**config.mk**
```make
export PLATFORM = sky130hd
export DESIGN_NAME = power_level_log_centidb
export DESIGN_NICKNAME = d
export VERILOG_FILES = /design/src/hw/rtl/plcdb_pkg.sv /design/src/hw/rtl/power_level_log_centidb.sv
export SDC_FILE = /design/constraint.sdc
export NUM_CORES = 1
export LEC_CHECK = 0
export BUFFER_PORTS_ARGS = -buffer_cell sky130_fd_sc_hd__buf_4
export CAP_MARGIN = 10
export CORE_UTILIZATION = 65
export DETAILED_ROUTE_END_ITERATION = 7
export GPL_TIMING_DRIVEN = 0
export PLACE_DENSITY = 0.83
export REMOVE_ABC_BUFFERS = 1
export SYNTH_ARGS = -nofsm -noshare
export SYNTH_HDL_FRONTEND = slang
export SYNTH_SLANG_ARGS = --single-unit
```
**constraint.sdc**
```tcl
create_clock -name i_clk -period 21.7 [get_ports i_clk]
set_clock_uncertainty 0.15 [all_clocks]
set_input_delay 1.085 -clock i_clk [delete_from_list [all_inputs] [get_ports i_clk]]
set_output_delay 1.085 -clock i_clk [all_outputs]
set_load 0.02 [all_outputs]
```
**src/hw/rtl/plcdb_pkg.sv**
```systemverilog
`default_nettype none
// ----------------------------------------------------------------------------
// plcdb_pkg: shared types and constants for the power level block
// Q14 stage factors, Q24 dB steps, log offset and sequencer state codes
// ----------------------------------------------------------------------------
package plcdb_pkg;

    localparam int ENERGY_W = 32;
    localparam int LEVEL_W  = 15;
    localparam int M_W      = 31;  // running value never exceeds the positive input
    localparam int NEXT_W   = 32;  // (m >> 14) * factor stays below 2^32
    localparam int OPA_W    = 17;
    localparam int FAC_W    = 15;
    localparam int SUM_W    = 33;
    localparam int Q14_SH   = 14;
    localparam int SUM_SH   = 17;
    localparam int OUT_SH   = 7;

    localparam logic [M_W-1:0]          SWITCH_LEVEL = M_W'(65536);
    localparam logic signed [SUM_W-1:0] LOG_OFFSET   = -33'sd1531392380;
    localparam logic signed [22:0]      PCT_SCALE    = 23'sd100;

    localparam logic [1:0] STAGE_DBL   = 2'd0;
    localparam logic [1:0] STAGE_TENTH = 2'd1;
    localparam logic [1:0] STAGE_HUND  = 2'd2;
    localparam logic [1:0] STAGE_THOU  = 2'd3;

    typedef enum logic [4:0] {
        S_IDLE  = 5'b00001,
        S_DBL   = 5'b00010,
        S_MUL   = 5'b00100,
        S_CMP   = 5'b01000,
        S_SCALE = 5'b10000
    } t_state;

    function automatic logic [FAC_W-1:0] stage_factor(input logic [1:0] stage);
        logic [FAC_W-1:0] f;
        case (stage)
            STAGE_TENTH: f = 15'd18022;
            STAGE_HUND:  f = 15'd16548;
            STAGE_THOU:  f = 15'd16400;
            default:     f = 15'd0;
        endcase
        return f;
    endfunction

    function automatic logic signed [SUM_W-1:0] db_step(input logic [1:0] stage);
        logic signed [SUM_W-1:0] d;
        case (stage)
            STAGE_DBL:   d = 33'sd50504453;
            STAGE_TENTH: d = 33'sd6944540;
            STAGE_HUND:  d = 33'sd725006;
            STAGE_THOU:  d = 33'sd72826;
            default:     d = '0;
        endcase
        return d;
    endfunction

endpackage
`default_nettype wire

```
**src/hw/rtl/power_level_log_centidb.sv**
```systemverilog
// sequence: doubling steps first, then a multiply and a compare per step in each of
// the tenth, hundredth and thousandth stages, then scaling into the result register
// throughput: one transaction at a time, next input taken once the result
// is registered; the Q14 multiplier and its compare set the per-step cost
// reset: synchronous active-low i_rst_n clears the sequencer and output valid
`default_nettype none
// ----------------------------------------------------------------------------
// power_level_log_centidb: signal level in hundredths of a dB
// multiplicative normalization of a running value against the energy input,
// one shared 17x15 multiplier under a small sequencer, dB steps accumulated
// ----------------------------------------------------------------------------
module power_level_log_centidb
    import plcdb_pkg::*;
(
    input  wire logic                      i_clk,
    input  wire logic                      i_rst_n,
    input  wire logic                      i_in_valid,
    output logic                           o_in_ready,
    input  wire logic signed [ENERGY_W-1:0] i_energy,
    output logic                           o_out_valid,
    input  wire logic                      i_out_ready,
    output logic signed [LEVEL_W-1:0]      o_level_centidb
);

    t_state                    r_state, n_state;
    logic [1:0]                r_stage, n_stage;
    logic signed [ENERGY_W-1:0] r_x, n_x;
    logic [M_W-1:0]            r_m, n_m;
    logic [NEXT_W-1:0]         r_next, n_next;
    logic signed [SUM_W-1:0]   r_sum, n_sum;
    logic signed [LEVEL_W-1:0] r_level, n_level;
    logic                      r_out_valid, n_out_valid;

    logic                      big;
    logic [OPA_W-1:0]          mul_a;
    logic [NEXT_W-1:0]         prod;
    logic [NEXT_W-1:0]         q14_next;
    logic [NEXT_W-1:0]         cand;
    logic                      fits;
    logic                      grows;
    logic signed [15:0]        lvl_t;
    logic signed [22:0]        lvl_t100;

    // shared Q14 multiplier: truncation rule switches above 65536
    assign big      = r_m > SWITCH_LEVEL;
    assign mul_a    = big ? r_m[M_W-1:Q14_SH] : r_m[OPA_W-1:0];
    assign prod     = NEXT_W'(mul_a) * NEXT_W'(stage_factor(r_stage));
    assign q14_next = big ? prod : (prod >> Q14_SH);

    // candidate for the compare: doubled value or the registered product
    assign cand  = (r_state == S_DBL) ? {r_m, 1'b0} : r_next;
    assign fits  = $signed({1'b0, cand}) <= $signed({r_x[ENERGY_W-1], r_x});
    assign grows = cand > NEXT_W'(r_m);

    // floor shifts on a signed sum are arithmetic shifts
    assign lvl_t    = r_sum[SUM_W-1:SUM_SH];
    assign lvl_t100 = $signed({{7{lvl_t[15]}}, lvl_t}) * PCT_SCALE;

    assign o_in_ready      = (r_state == S_IDLE);
    assign o_out_valid     = r_out_valid;
    assign o_level_centidb = r_level;

    always_comb begin
        n_state     = r_state;
        n_stage     = r_stage;
        n_x         = r_x;
        n_m         = r_m;
        n_next      = r_next;
        n_sum       = r_sum;
        n_level     = r_level;
        n_out_valid = r_out_valid;

        if (r_out_valid && i_out_ready) begin
            n_out_valid = 1'b0;
        end

        case (r_state)
            S_IDLE: begin
                if (i_in_valid) begin
                    n_x     = i_energy;
                    n_m     = M_W'(1);
                    n_sum   = LOG_OFFSET;
                    n_stage = STAGE_DBL;
                    n_state = S_DBL;
                end
            end
            S_DBL: begin
                if (fits && grows) begin
                    n_m   = cand[M_W-1:0];
                    n_sum = r_sum + db_step(r_stage);
                end else begin
                    n_stage = STAGE_TENTH;
                    n_state = S_MUL;
                end
            end
            S_MUL: begin
                n_next  = q14_next;
                n_state = S_CMP;
            end
            S_CMP: begin
                if (fits && grows) begin
                    n_m     = cand[M_W-1:0];
                    n_sum   = r_sum + db_step(r_stage);
                    n_state = S_MUL;
                end else if (r_stage == STAGE_THOU) begin
                    n_state = S_SCALE;
                end else begin
                    n_stage = r_stage + 2'd1;
                    n_state = S_MUL;
                end
            end
            S_SCALE: begin
                // wait until the previous result has left the output register
                if (!r_out_valid || i_out_ready) begin
                    n_level     = lvl_t100[21:OUT_SH];
                    n_out_valid = 1'b1;
                    n_state     = S_IDLE;
                end
            end
            default: begin
                n_state = S_IDLE;
            end
        endcase
    end

    always_ff @(posedge i_clk) begin
        if (!i_rst_n) begin
            r_state     <= S_IDLE;
            r_stage     <= STAGE_DBL;
            r_out_valid <= 1'b0;
        end else begin
            r_state     <= n_state;
            r_stage     <= n_stage;
            r_out_valid <= n_out_valid;
        end
    end

    always_ff @(posedge i_clk) begin
        r_x     <= n_x;
        r_m     <= n_m;
        r_next  <= n_next;
        r_sum   <= n_sum;
        r_level <= n_level;
    end

endmodule
`default_nettype wire
```
# ---- Yosys cells after proc, flatten, opt, wreduce, memory -nomap -nowiden
# Index checks and enable logic that the tools add are counted.
dict set report word_totals {
  out_inout_bits 17
  register_bits 151
  word_cells 76
}
dict set report op_classes {
  reduce_logical 14
  eq_ne 16
  mul 2
  magnitude_cmp 3
  n_mux 29
  addsub 3
}
# operator n
set op_table {}
lappend op_table {{2-to-1 mux 33 bit} 6}
lappend op_table {{case mux 33 bit (4 select lines)} 1}
lappend op_table {{case mux 33 bit (3 select lines)} 1}
lappend op_table {{adder 33 bit} 2}
lappend op_table {{2-to-1 mux 31 bit} 2}
lappend op_table {{case mux 31 bit (2 select lines)} 1}
lappend op_table {{case mux 15 bit (3 select lines)} 1}
lappend op_table {{less-or-equal comparator 33 x 32 -> 1 bit} 1}
lappend op_table {{> comparator 32 x 31 -> 1 bit} 1}
lappend op_table {{multiplier 17 x 15 -> 32 bit} 1}
lappend op_table {{2-to-1 mux 32 bit} 1}
lappend op_table {{> comparator 31 x 17 -> 1 bit, second input constant} 1}
lappend op_table {{2-to-1 mux 5 bit} 5}
lappend op_table {{case mux 5 bit (5 select lines)} 1}
lappend op_table {{multiplier 16 x 6 -> 20 bit, second input constant} 1}
lappend op_table {{2-to-1 mux 18 bit} 1}
lappend op_table {{2-to-1 mux 17 bit} 1}
lappend op_table {{inequality test 2 bit, second input constant} 6}
lappend op_table {{2-to-1 mux 2 bit} 4}
lappend op_table {{case mux 2 bit (3 select lines)} 1}
lappend op_table {{AND reduction 3 bit} 2}
lappend op_table {{== test 5 x 1 -> 1 bit, second input constant} 1}
lappend op_table {{== test 5 x 2 -> 1 bit, second input constant} 1}
lappend op_table {{== test 5 x 3 -> 1 bit, second input constant} 1}
lappend op_table {{other kinds (17)} 23}

# ---- Logic depth before layout (Yosys ltp)
# Gate-level depths: netlist (run 1).
dict set report logic_depth {
  word_depth 9
  mapped_depth 29
  ltp_nobuf 28
}

# ---- Worst setup path after synthesis (run 1)
# Ideal clock, no wire load.
dict set report synth_timing {
  path_type {register -> register}
  start {register r_m[2]}
  end {register r_next[6] (data pin)}
  setup_slack_ns 14.645
  setup_ns 0.268
  t_arrival_ns 6.637
  path_stages_with_launch 30
  period_less_slack_ns 7.055
  cell_sequence {edfxtp_1 nor4_1 nand4_1 a21oi_1 nand2_1 clkbuf_1 clkbuf_1 o21ai_0 and2_1 ha_1 inv_1 fa_1 inv_1 fa_1 inv_1 fa_1 inv_1 fa_1 inv_1 fa_1 inv_1 ha_1 a41oi_1 o21ai_0 a221oi_1 o21ai_0 nand3_1 a32oi_1 xnor2_1 o21ai_0}
}
dict set report synth_between {
  elab_chain_cells 4
}
# item line_no
set synth_rtl {}
lappend synth_rtl {{start, declared} power_level_log_centidb.sv:28} ;# logic [M_W-1:0] r_m, n_m;
lappend synth_rtl {{start signal, assigned} power_level_log_centidb.sv:140} ;# r_m <= n_m;
lappend synth_rtl {{> comparator 31 x 17 -> 1 bit} power_level_log_centidb.sv:45} ;# assign big = r_m > SWITCH_LEVEL;
lappend synth_rtl {{2-to-1 mux 17 bit} power_level_log_centidb.sv:46} ;# assign mul_a = big ? r_m[M_W-1:Q14_SH] : r_m[OPA_W-1:0];
lappend synth_rtl {{multiplier 17 x 15 -> 32 bit} power_level_log_centidb.sv:47} ;# assign prod = NEXT_W'(mul_a) * NEXT_W'(stage_factor(r_stage));
lappend synth_rtl {{2-to-1 mux 18 bit (*)} power_level_log_centidb.sv:48} ;# assign q14_next = big ? prod : (prod >> Q14_SH);
lappend synth_rtl {{named net q14_next[6]} power_level_log_centidb.sv:37} ;# logic [NEXT_W-1:0] q14_next;
lappend synth_rtl {{end signal, assigned} power_level_log_centidb.sv:141} ;# r_next <= n_next;
lappend synth_rtl {{end, declared} power_level_log_centidb.sv:29} ;# logic [NEXT_W-1:0] r_next, n_next;
# Mark *: on every way through the listed nets, which the timed path passes. The rest lies on a longest branch.
# A chain may end at the register's enable or synchronous reset.

# ---- Worst setup path after layout (run 1)
dict set report layout_timing {
  start {register r_m[8]}
  end {register r_next[15] (data pin)}
}
# Same word-level chain as after synthesis.

==> results of run 1 <==
## kinds of logic (layout without fill, tap and decap cells)
| kind of cell | after synthesis | in the layout | synth area share [%] |
|---|---|---|---|
| buffers and inverters | 375 | 439 | 8.53 |
| flip-flops | 151 | 151 | 26.9 |
| XOR/XNOR | 67 | 67 | 3.55 |
| AND/OR/NAND/NOR | 402 | 402 | 12.9 |
| AO/OA/AOI/OAI | 264 | 264 | 10.5 |
| multiplexers | 40 | 40 | 2.70 |
| adder cells (fa/ha/maj) | 394 | 394 | 34.9 |
## report_power, final
part | total, mW | internal (mW) | switching [mW]
sequential | 0.358 | 0.346 | 0.0114
clock | 0.313 | 0.192 | 0.121
combinational | 0.262 | 0.107 | 0.155
## metal layers
metal	vias up	global-route usage (%)	share of wire, %
met5	-	0	0
met3	81	4.26	6.6
li1	5839	-	-
met2	454	50.9	48
met1	5944	40.1	43
met4	0	10.5	2.5
## worst reg2reg max path: stages, from the launching register on
cell and delay [ns]:
edfxtp_1 0.46, nor4_1 0.50, nand4_1 0.15, a21oi_1 0.28, nand2_1 0.78, o21ai_0 1.41, and2_1 0.32, ha_1 0.16
inv_1 0.05, fa_1 0.47, inv_1 0.05, fa_1 0.49, inv_1 0.05, fa_1 0.49, inv_1 0.07, fa_1 0.56
inv_1 0.06, fa_1 0.53, inv_1 0.04, ha_1 0.36, a41oi_1 0.23, o21ai_0 0.22, a22oi_1 0.30, a21oi_1 0.14
o211ai_1 0.34, o21ai_0 0.26, o31a_1 0.31, o31ai_1 0.23
## flip-flops by register name, indices dropped and copies added (netlist names)
signal and count:
o_level_centidb 15, o_out_valid 1, r_m 31, r_next 32, r_stage 2, r_state 5
r_sum 33, r_x 32
## layout by cell type (no fill, tap or decap), types with 5 or more instances in the layout
cell type / instances
a21oi_1: 71
nand4_1: 14
or2_2: 5
xor2_1: 22
mux2i_1: 6
a31oi_1: 7
dfxtp_1: 8
a211oi_1: 16
mux2_2: 33
xnor2_1: 45
buf_4: 56
nor2b_1: 33
and4_1: 7
edfxtp_1: 143
o31ai_1: 6
nor4_1: 10
ha_1: 283
nand2_1: 67
a21o_1: 28
fa_1: 111
nor3_1: 23
a311oi_1: 6
inv_1: 346
nor2_1: 78
o21bai_1: 11
o211ai_1: 8
o21ai_0: 54
and3_1: 12
or3_1: 9
clkbuf_16: 17
nand3_1: 25
nand2b_1: 8
and2_1: 100
o21a_1: 14
## Yosys cell counts, types with 33 or more instances
master,instances
nor2_1,79
xnor2_1,45
edfxtp_1,143
nand2_1,67
a21oi_1,71
inv_1,346
o21ai_0,56
mux2_2,33
fa_1,111
nor2b_1,33
and2_1,100
ha_1,283
## final cells by class
type	instances	area, sq um	share of cell area (%)
tap	330	413	2.29
clock buffer	20	437	2.43
timing repair buffer	61	509	2.83
clock inverter	12	175	0.973
multi-input combinational	1167	10700	59.5
sequential	151	4450	24.7
inverter	346	1300	7.22
## worst paths after layout
path	startpoint	end	slack (ns)	cells after the start
min reg2reg	o_out_valid	o_out_valid	0.45	2
min	o_out_valid	o_out_valid	0.45	2
max reg2reg	r_m[8]	r_next[15]	12.02	27
max	r_m[8]	r_next[15]	12.02	27
==> impl_metrics.yaml, run 1 <==
run_status:
  status: "finished clean"
logic_synthesis:
  synth_enable_flop_cells: 143
  ys_seq_elements: 151
  yosysUniqueCellTypes: 65
  syn_area_sq_um: 16500
  synth_top_area_cell: "edfxtp_1"
  syn_area_per_cell_sq_um: 9.77
  netlist_instances: 1693
  synth_area_leaders: "edfxtp_1, ha_1, fa_1, inv_1, and2_1"
  synth_warnings: 0
  synth-seq-area-share_pct: 26.9
  synthFlopType: "edfxtp_1"
  async_reset_ff_share_pct: 0
  synth.top_cell.area_share_pct: 26.0
job:
  drv_cap: 0
timing:
  hold_viol: 0
  worstMarginPinSlew_ns: 1.37
  drv_slew: 0
  slew_headroom_pct: 7.65
  finalWorstSetupSlack_ns: 12.02
  period_minus_slack_ns: 9.68
  fmax_ghz: 0.103
  finalHoldWorstSlack_ns: 0.451
  finalSetupTns_ns: 0
  rsz0062_at_grt: "no"
  period_share_pct: 44.6
  finalSetupViolCount: 0
cts:
  cts_hold_buf: 0
  clk_latency_ns: 0.44
  clk_transition_reported_paths_ns: 0.06
  clockBufferDepth: 2
  post_cts_buffers: 0
  cts_tree: "built"
  clockRootBuffer: "clkbuf_16"
  cts-buffers-inserted: 17
  cts-resized-gates: 0
  cts_sinks: 151
  htree_levels: 4
critical_path:
  crit_slowest_cell: "o21ai_0"
  cp-end-kind: "register"
  cpPeakStageDelay_ns: 1.41
  critPathMostFrequentCell: "inv_1"
  critPathKind: "reg2reg"
  required_ns: 21.79
  worstSetupStartpointType: "register"
  arrival_ns: 9.77
  cp_num_buf_inv: 6
  crit_fanout: 39
  crit_family: "compound AO/OA/AOI/OAI gates"
place:
  io_buffers: 52
  place_area_sq_um: 17400
  gp_congestion: 0.936
  place_inst: 2054
  dp.final_hpwl_um: 30400
  post-place-ws_ns: 12.30
global_routing:
  grt_max_degree: 40
  antenna_found_initial: 1
  grt_pass1_wl_um: 61900
  grt_pass1_vias: 12500
  grt_overflow: 0
  grt.total_usage_pct: 30.3
floorplan:
  start_util_pct: 66.0
  die_area_sq_um: 26100
  ioPinCount: 53
  die_y_um: 162
  core_area_sq_um: 25000
  die_w_um: 162
  rows: 58
drt:
  vias_per_cell: 5.90
  wire_per_inst_um: 18.4
  vias: 12300
  routed_wl_um: 38400
  drc: 0
  ant_nets: 0
  drtIter0Drc: 1040
  drt_pass1_iterations: 6
hold_path:
  hp-class: "reg2reg"
finish:
  fillers: 1753
  layout-drive-gt1-share_pct: 8.08
  fin_area_sq_um: 18000
  n_antenna_cell: 0
  area_growth_pct: 8.85
  fin_cells: 2087
  nNetsFinal: 2174
  final_util_pct: 71.9
power_and_ir_drop:
  leakagePower_nw: 8.94
  max-vdd-ir-drop_uv: 65.1
  p_per_area_nw_per_um2: 51.8
  total_power_uw: 933
Power figures use the tool's default switching activity.
==> inputs of run 2 (changes only) <==
- clock period: 21.7 -> 9.6 ns (I/O delays scaled with it)
==> impl_metrics.yaml, run 2 (synthesis results as in run 1) <==
run_status:
  status: "finished clean"
place:
  io_buffers: 52
  place_inst: 2054
  gp_congestion: 0.936
  place_area_sq_um: 17400
  dp.final_hpwl_um: 30400
critical_path:
  critPathKind: "reg2reg"
  critPathLaunch: "r_m[3]"
  required_ns: 9.70
  reg2regPathDepth: 23
  reg2reg_slack_ns: 0.54
  crit_fanout: 29
  reg2reg_from: "r_m[3]"
  regToRegEndpoint: "r_next[15]"
  worstSetupStartpointType: "register"
  arrival_ns: 9.16
  cp-end-kind: "register"
  crit_end: "r_next[15]"
finish:
  final_cell_mix: "inv_1, ha_1, edfxtp_1, fa_1, and2_1"
  largest_registers: "r_sum x33, r_next x32, r_x x32"
  final_common_cell: "inv_1"
  final_util_pct: 72.0
  fin_area_sq_um: 18000
  area_growth_pct: 8.98
  largest_register_ffs: 33
  n_antenna_cell: 0
  regMostFlops: "r_sum"
  fin_cells: 2087
  nNetsFinal: 2174
  layout-drive-gt1-share_pct: 8.42
job:
  drv_cap: 0
timing:
  period_share_pct: 94.4
  finalSetupTns_ns: 0
  worstMarginPinSlew_ns: 1.13
  rsz0062_at_grt: "no"
  period_minus_slack_ns: 9.06
  fmax_ghz: 0.110
  hold_viol: 0
  finalSetupViolCount: 0
  slew_headroom_pct: 24.9
  drv_slew: 0
  finalHoldWorstSlack_ns: 0.0666
global_routing:
  grt_pass1_wl_um: 61900
  grt_pass1_vias: 12500
  grt.total_usage_pct: 30.3
  antenna_found_initial: 0
  grt_max_degree: 40
  grt_overflow: 0
drt:
  routed_wl_um: 38400
  m1WireLength_um: 16500
  vias_per_cell: 5.90
  drc: 0
  highest_layer: "met4"
  wl_met3_um: 2620
  ant_nets: 0
  wire_per_inst_um: 18.4
  drt_pass1_iterations: 6
  vias: 12300
  drtIter0Drc: 1040
  wl_met2_um: 18300
cts:
  cts-buffers-inserted: 17
  cts_hold_buf: 0
  htree_levels: 4
  clockRootBuffer: "clkbuf_16"
  clk_transition_reported_paths_ns: 0.06
  clockBufferDepth: 2
  cts_tree: "built"
  clk_latency_ns: 0.44
  post_cts_buffers: 0
  cts_sinks: 151
floorplan:
  core_area_sq_um: 25000
  start_util_pct: 66.0
  ioPinCount: 53
  die_w_um: 162
  rows: 58
  die_area_sq_um: 26100
  die_y_um: 162
power_and_ir_drop:
  p_per_area_nw_per_um2: 117
  max-vdd-ir-drop_uv: 147
  leakagePower_nw: 8.95
hold_path:
  hp-class: "in2reg"
[run 2: cell types whose count changed in the layout (fill, tap and decap cells not counted)]
cell | before | now
o21ai_2 | 0 | 5
o21ai_0 | 54 | 46
o21ai_1 | 3 | 6
nand2_2 | 0 | 1
nand2_1 | 67 | 66
[run 2: power breakdown]
group	total, mW	switching, mW	internal, mW
Clock	0.704	0.269	0.435
Combinational	0.596	0.353	0.243
Sequential	0.809	0.0259	0.783
Total	2.11	0.648	1.46
[run 2: routing by layer]
layer / global-route usage [%] / vias up
met5: 0 / -
met1: 40.1 / 5916
met3: 4.26 / 89
met4: 10.5 / 0
li1: - / 5844
met2: 50.9 / 457
[run 2: final cells by class]
class,count,area (sq um)
clock buffers,20,437
inverters,346,1300
multi-input cells,1167,10700
fillers,1750,7020
repair buffers,61,509
flip-flops and latches,151,4450
clock inverters,12,175
well taps,330,413
[run 2: worst min path at each step]
stage / start / end / slack, ns / cells after the start
floorplan: r_stage[0] / r_stage[0] / 0.40 / 2
CTS: i_energy[13] / r_x[13] / 0.06 / 1
finish: i_energy[13] / r_x[13] / 0.07 / 1
global route: i_energy[13] / r_x[13] / 0.07 / 1
detailed placement: o_out_valid / o_out_valid / 0.42 / 2
global placement: o_out_valid / o_out_valid / 0.37 / 2
[run 2: what timing repair did]
action                                  4_1_cts  5_1_grt
endpoints found under the setup margin        0       25
gates resized for setup                       0       14
hold endpoints to repair                      0        0
[run 2: metrics by stage]
| step | setup WS [ns] | total power, mW |
|---|---|---|
| floorplan | 2.20 | 1.24 |
| global placement | 0.500 | 1.36 |
| detailed placement | 0.204 | 1.39 |
| CTS | 0.189 | 2.10 |
| global route | 0.0839 | 2.20 |
| finish | 0.537 | 2.11 |
[run 2: worst max-delay path, cell delays in order (launching register included)]
cell and delay (ns):
edfxtp_1 0.47, nor4_1 0.48, nand4_1 0.15, a21oi_1 0.32
and2_1 0.92, a21oi_1 0.59, nor2b_1 0.45, ha_1 0.32
fa_1 0.42, fa_1 0.57, fa_1 0.44, fa_1 0.56
inv_1 0.07, fa_1 0.57, inv_1 0.06, ha_1 0.37
a21oi_1 0.23, o21ai_0 0.17, a22oi_1 0.30, a21oi_1 0.14
o211ai_1 0.33, o21ai_0 0.25, o31a_1 0.31, o31ai_1 0.23
